===== config.mk =====
export PLATFORM = sky130hd
export DESIGN_NAME = lpct_ram
export DESIGN_NICKNAME = d
export VERILOG_FILES = /design/src/rtl/lpct_ram.sv
export SDC_FILE = /design/constraint.sdc
export NUM_CORES = 1
export LEC_CHECK = 0
export BUFFER_PORTS_ARGS = -buffer_cell sky130_fd_sc_hd__buf_2
export CORE_ASPECT_RATIO = 1.25
export CORE_MARGIN = 3
export CORE_UTILIZATION = 60
export DETAILED_ROUTE_END_ITERATION = 6
export PLACE_DENSITY = 0.78
export SLEW_MARGIN = 5
export SYNTH_ARGS = -nofsm -noshare
export SYNTH_HDL_FRONTEND = slang
export SYNTH_SLANG_ARGS = --single-unit

===== constraint.sdc =====
create_clock -name clk -period 5 [get_ports clk]
set_input_delay 0.25 -clock clk [delete_from_list [all_inputs] [get_ports clk]]
set_output_delay 0.25 -clock clk [all_outputs]
set_load 0.01 [all_outputs]

===== src/rtl/lpct_ram.sv =====
// Generic simple dual-port RAM with one write port and one registered read port.
// Depends on nothing; used for the slot store of the count table.
module lpct_ram #(
  parameter int unsigned WIDTH = 8,
  parameter int unsigned DEPTH = 16
) (
  input  logic                     clk,
  input  logic                     wr_en,
  input  logic [$clog2(DEPTH)-1:0] wr_addr,
  input  logic [WIDTH-1:0]         wr_data,
  input  logic                     rd_en,
  input  logic [$clog2(DEPTH)-1:0] rd_addr,
  output logic [WIDTH-1:0]         rd_data
);

  logic [WIDTH-1:0] mem [DEPTH];
  logic [WIDTH-1:0] rd_data_r;

  // Write port.
  always_ff @(posedge clk) begin
    if (wr_en) begin
      mem[wr_addr] <= wr_data;
    end
  end

  // Registered read port.
  always_ff @(posedge clk) begin
    if (rd_en) begin
      rd_data_r <= mem[rd_addr];
    end
  end

  assign rd_data = rd_data_r;

endmodule


==> results of run 1 <==
## placed cells by master, fill, tap and decap left out
master        n
clkinv_1      3
clkbuf_8      1
buf_4         2
mux4_1       14
clkbuf_16    16
nor2b_1       1
nand3b_1      2
a22oi_1      16
bufinv_16     4
or3b_2        1
and2_1        1
nand3_1       1
clkinv_2      3
nor2_1       13
buf_2        26
clkinvlp_4    1
mux4_2       18
edfxtp_1    136
clkbuf_1      4
and2b_1       1
nor3_1        3
nor3_2        1
nand2b_1      2
nand2_1       9
## cell type report
type	count	area share
flip-flops and latches	136	0.6783
clock inverters	11	0.02556
multi-input cells	83	0.1764
well taps	117	0.02431
repair buffers	28	0.02411
clock buffers	21	0.07128
## where the power goes
part / switching [W] / internal, W / leakage [nW]
Combinational: 0.0000674 / 0.0000446 / 0.485
Clock: 0.000421 / 0.000801 / 0.282
Sequential: 0.00000623 / 0.00129 / 1.24
Total: 0.000494 / 0.00213 / 2.00
## flip-flops by register name (all words and copies together), names as in the netlist
name	cells
mem	128
rd_data	8
## cells by family after synthesis
family | Yosys count | share of synthesized area
DFF | 136 | 0.7812
and+or+nand+nor | 35 | 0.03136
muxes | 32 | 0.1479
AOI/OAI and AO/OA | 16 | 0.02298
buffers and inverters | 10 | 0.01651
## layer usage
layer / GRT usage / wire length, um / up-vias
li1: - / - / 1055
met1: 0.3130 / 3864 / 1246
met2: 0.3419 / 4941 / 131
met3: 0.07955 / 792 / 23
met4: 0.09574 / 221 / 0
met5: 0 / 0 / -
## path summary, 6_finish.rpt
| check | slack [ns] | cells after the start | to |
|---|---|---|---|
| setup / recovery | 3.19 | 4 | rd_data[3]$_DFFE_PP_ |
| hold / removal | 0.09 | 1 | rd_data[4]$_DFFE_PP_ |
| setup reg to reg | 3.50 | 3 | rd_data[7]$_DFFE_PP_ |
| hold reg to reg | 0.75 | 3 | rd_data[1]$_DFFE_PP_ |
## metrics by stage
stage / total power, W / hold WS (ns)
2_1_floorplan: 0.001381 / 0.3489
3_3_place_gp: 0.001422 / 0.6244
3_5_place_dp: 0.001427 / 0.6223
4_1_cts: 0.002642 / 0.07208
5_1_grt: 0.002705 / 0.07688
6_report: 0.002625 / 0.09160
==> flow_metrics.env, run 1 <==
export IMPL_status="finished, final reports clean"
export IMPL_final_util=0.7185
export IMPL_wire_per_inst_um=24.80
export IMPL_diodes=0
export IMPL_fin_cells=396
export IMPL_ys_warn_count=0
export IMPL_period_share=0.3616
export IMPL_min_period_ns=1.808
export IMPL_synth_area_top_cells="edfxtp_1, mux4_2, mux4_1"
export IMPL_cp_start_kind="input pin"
export IMPL_hp_class="input pin to flip-flop"
export IMPL_cts_max_path_buffers=2
export IMPL_fillers=479
export IMPL_syn_avg_cell_area_um2=22.83
export IMPL_peakVddDrop_mv=0.4379
export IMPL_initialDrtViolationCount=238
export IMPL_io_pins=27
export IMPL_overflow=0
export IMPL_dieArea_um2=9876
export IMPL_critPathKind="input pin to flip-flop"
export IMPL_synth_common_cells="edfxtp_1, mux4_2, a22oi_1"
export IMPL_cts_sinks=136
export IMPL_grt_first_pass_wirelength_um=15100
export IMPL_coreArea_um2=8379
export IMPL_synth_most_common_cell="edfxtp_1"
export IMPL_drtAntennaViolNets=0
export IMPL_die_w_um=89.49
export IMPL_cts_resized_gates=0
export IMPL_syn_num_nets=248
export IMPL_p_leak_nw=2.003
export IMPL_track_usage=0.2293
export IMPL_slowest_stage="buf_2"
export IMPL_port_buffers=26
export IMPL_crit_path_end_kind="flip-flop"
export IMPL_cts_root_buf="clkbuf_8"
export IMPL_synthToLayoutAreaGrowth_pct=15.17
export IMPL_register_area_um2=4084
export IMPL_gp_congestion=0.7383
export IMPL_yosysTopAreaCell="edfxtp_1"
export IMPL_setup_violations=0
export IMPL_critPathLaunch="rd_addr[0]"
export IMPL_synth_top_area_frac=0.7812
export IMPL_path_cells="buf_2 > mux4_1 > a22oi_1 > nand2_1"
export IMPL_ys_ff_latch=136
export IMPL_vias=2455
export IMPL_max_freq_ghz=0.5531
export IMPL_initial_core_util=0.6239
export IMPL_cts_tree="yes"
export IMPL_post_cts_buffers=0
export IMPL_grt_max_degree=33
export IMPL_rsz0062_at_grt="no"
export IMPL_hold_path_startpoint="rd_en"
export IMPL_drv_cap=0
export IMPL_grt_pass1_vias=2560
export IMPL_cp_max_fo=32
export IMPL_slew_viol_final=0
export IMPL_dr_pass1_iters=5
export IMPL_hold_viol_final=0
export IMPL_dp_slack_ns=2.633
export IMPL_r2r_start="mem[11][7]$_DFFE_PP_"
export IMPL_final_setup_worst_slack_ns=3.192
export IMPL_synth_ff_type="edfxtp_1"
export IMPL_crit_required_ns=5.26
export IMPL_cp_top_family="buffers and inverters"
export IMPL_cpPeakStageDelay_ns=0.79
export IMPL_rows=37
export IMPL_synthCells=229
export IMPL_netlist_area_um2=5228
export IMPL_crit_buf_inv=1
export IMPL_routed_wl_um=9819
export IMPL_clk_latency_ns=0.52
export IMPL_fin_skew_ns=0.008372
export IMPL_fin_nets=285
export IMPL_yosysSeqAreaShare=0.7812
export IMPL_dp_hpwl_um=5748
export IMPL_placed_cells=364
export IMPL_slew_limit_headroom=0.1646
export IMPL_fin_area_um2=6021
export IMPL_drive_gt1_frac=0.2616
export IMPL_placed_area_um2=5438
export IMPL_cts_hold_buf=0
export IMPL_path_clk_slew_ns=0.06
export IMPL_synth_edf_count=136
export IMPL_cts_buffers=17
export IMPL_multiInputGateArea_um2=1062
export IMPL_synth_distinct_cells=18
export IMPL_fin_setup_tns_ns=0
export IMPL_htree_levels=4
export IMPL_viasPerCell=6.199
export IMPL_async_reset_ff_frac=0
export IMPL_p_per_area_nw_per_um2=436.0
export IMPL_arrival_ns=2.07
export IMPL_die_h_um=110.4
export IMPL_worstMarginPinSlew_ns=1.243
export IMPL_drc_errors=0
export IMPL_antenna_found_initial=0
No activity file was read; power rests on OpenSTA's default activity.
==> run 2: changes to the inputs <==
Settings changed: CORE_UTILIZATION 60 to 54, PLACE_DENSITY 0.78 to 0.74.
Clock period 5 ns to 1.5 ns, I/O delays scaled along.
==> flow_metrics.env, run 2 (synthesized netlist as in run 1, its figures left out) <==
export IMPL_crit_required_ns=1.65
export IMPL_p_per_area_nw_per_um2=1313
export IMPL_drv_cap=0
export IMPL_p_switching_w=0.001591
export IMPL_drtAntennaViolNets=0
export IMPL_slew_viol_final=0
export IMPL_cp_top_family="multiplexers"
export IMPL_clk_latency_ns=0.41
export IMPL_die_h_um=116.0
export IMPL_path_clk_slew_ns=0.05
export IMPL_antenna_found_initial=0
export IMPL_layout_commonest_cell="edfxtp_1"
export IMPL_coreArea_um2=9271
export IMPL_cp_max_fo=1
export IMPL_largest_reg_flops=128
export IMPL_wire_per_inst_um=23.07
export IMPL_grt_max_degree=23
export IMPL_min_period_ns=1.457
export IMPL_fin_setup_tns_ns=0
export IMPL_hp_class="input pin to flip-flop"
export IMPL_critPathKind="flip-flop to flip-flop"
export IMPL_arrival_ns=1.61
export IMPL_port_buffers=26
export IMPL_cpPeakStageDelay_ns=0.57
export IMPL_cts_root_buf="clkbuf_16"
export IMPL_period_share=0.9716
export IMPL_final_cell_mix="edfxtp_1, buf_2, mux4_2, buf_4, clkbuf_16"
export IMPL_power_w=0.008110
export IMPL_worstMarginPinSlew_ns=0.4813
export IMPL_crit_buf_inv=0
export IMPL_initial_core_util=0.5638
export IMPL_register_area_um2=4084
export IMPL_dp_hpwl_um=6322
export IMPL_largest_register="mem"
export IMPL_dieArea_um2=10900
export IMPL_diodes=0
export IMPL_cts_sinks=136
export IMPL_rows=39
export IMPL_crit_path_end_kind="flip-flop"
export IMPL_path_cells="mux4_1 > a22oi_2 > nand2_1"
export IMPL_grt_pass1_vias=2590
export IMPL_p_leak_nw=2.086
export IMPL_overflow=0
export IMPL_max_freq_ghz=0.6861
export IMPL_dp_slack_ns=-0.2010
export IMPL_rsz0062_at_grt="no"
export IMPL_multiInputGateArea_um2=1087
export IMPL_slowest_stage="mux4_1"
export IMPL_die_w_um=94
export IMPL_slew_limit_headroom=0.6791
export IMPL_cts_max_path_buffers=2
export IMPL_cts_buffers=17
export IMPL_final_setup_worst_slack_ns=0.04254
export IMPL_initialDrtViolationCount=116
export IMPL_status="finished, final reports clean"
export IMPL_fin_nets=309
export IMPL_fin_skew_ns=0.003134
export IMPL_power_frac_seq=0.531
export IMPL_cts_tree="yes"
export IMPL_synthToLayoutAreaGrowth_pct=18.14
export IMPL_viasPerCell=5.853
export IMPL_drc_errors=0
export IMPL_routed_wl_um=9757
export IMPL_pwr_share_clk=0.415
export IMPL_setup_violations=0
export IMPL_track_usage=0.2039
export IMPL_drive_gt1_frac=0.3500
export IMPL_p_comb_frac=0.054
export IMPL_peakVddDrop_mv=1.141
export IMPL_grt_first_pass_wirelength_um=15200
export IMPL_fillers=597
export IMPL_intPower_w=0.006519
export IMPL_vias=2476
export IMPL_hold_viol_final=0
export IMPL_cp_start_kind="flip-flop"
export IMPL_htree_levels=4
export IMPL_swShare=0.1962
export IMPL_gp_congestion=0.7989
export IMPL_io_pins=27
export IMPL_dr_pass1_iters=4
[run 2: cell types whose count changed in the layout (fill, tap and decap cells not counted), sizes merged]
cell | before | now
clkinvlp | 1 | 0
clkinv | 6 | 8
buf | 28 | 52
bufinv | 4 | 0
[run 2: path summary, 6_finish.rpt]
| path | cells past startpoint | startpoint | endpoint | slack [ns] |
|---|---|---|---|---|
| worst max-delay path | 3 | mem[5][0]$_DFFE_PP_ | rd_data[0]$_DFFE_PP_ | 0.04 |
| worst min-delay path | 1 | rd_en | rd_data[5]$_DFFE_PP_ | 0.03 |
| worst max register to register | 3 | mem[5][0]$_DFFE_PP_ | rd_data[0]$_DFFE_PP_ | 0.04 |
| worst min register to register | 3 | mem[12][3]$_DFFE_PP_ | rd_data[3]$_DFFE_PP_ | 0.75 |
[run 2: routing by layer]
metal  vias up  part of all wire  global-route usage
li1       1103                 -                   -
met1      1278              0.42              0.2712
met2        77              0.51              0.3207
met3        18             0.049             0.06623
met4         0             0.020             0.07418
met5         -                 0                   0
[run 2: layout make-up]
| type | instances | area share |
|---|---|---|
| clock inverters | 8 | 0.005673 |
| repair buffers | 52 | 0.06078 |
| multi-input cells | 83 | 0.1761 |
| flip-flops and latches | 136 | 0.6613 |
| clock buffers | 21 | 0.07131 |
| well taps | 123 | 0.02492 |
[run 2: power groups by stage]
| stage | Clock [W] | Combinational, W | Sequential [W] |
|---|---|---|---|
| finish | 0.00336 | 0.000437 | 0.00431 |
| global route | 0.00360 | 0.000472 | 0.00431 |
| CTS | 0.00342 | 0.000436 | 0.00431 |
| detailed placement | 0 | 0.000425 | 0.00438 |
| global placement | 0 | 0.000414 | 0.00438 |
| floorplan | 0 | 0.000216 | 0.00439 |
[run 2: stage by stage]
step	util	instance area (um^2)	instances	hold WS, ns
after floorplan	-	5233	229	0.1739
after global placement	0.6121	5675	394	0.4469
after detailed placement	0.6121	5675	394	0.4454
after CTS	0.6661	6176	423	0.01624
after global routing	0.6661	6176	423	0.01227
final	0.6661	6176	423	0.03245
[run 2: what timing repair did]
action                     4_1_cts  5_1_grt
buffers inserted                 0        0
gates resized for setup          5        7
hold buffers                     0        0
setup endpoints to repair        5        5
pin swaps                        2        3
cloned                           0        0
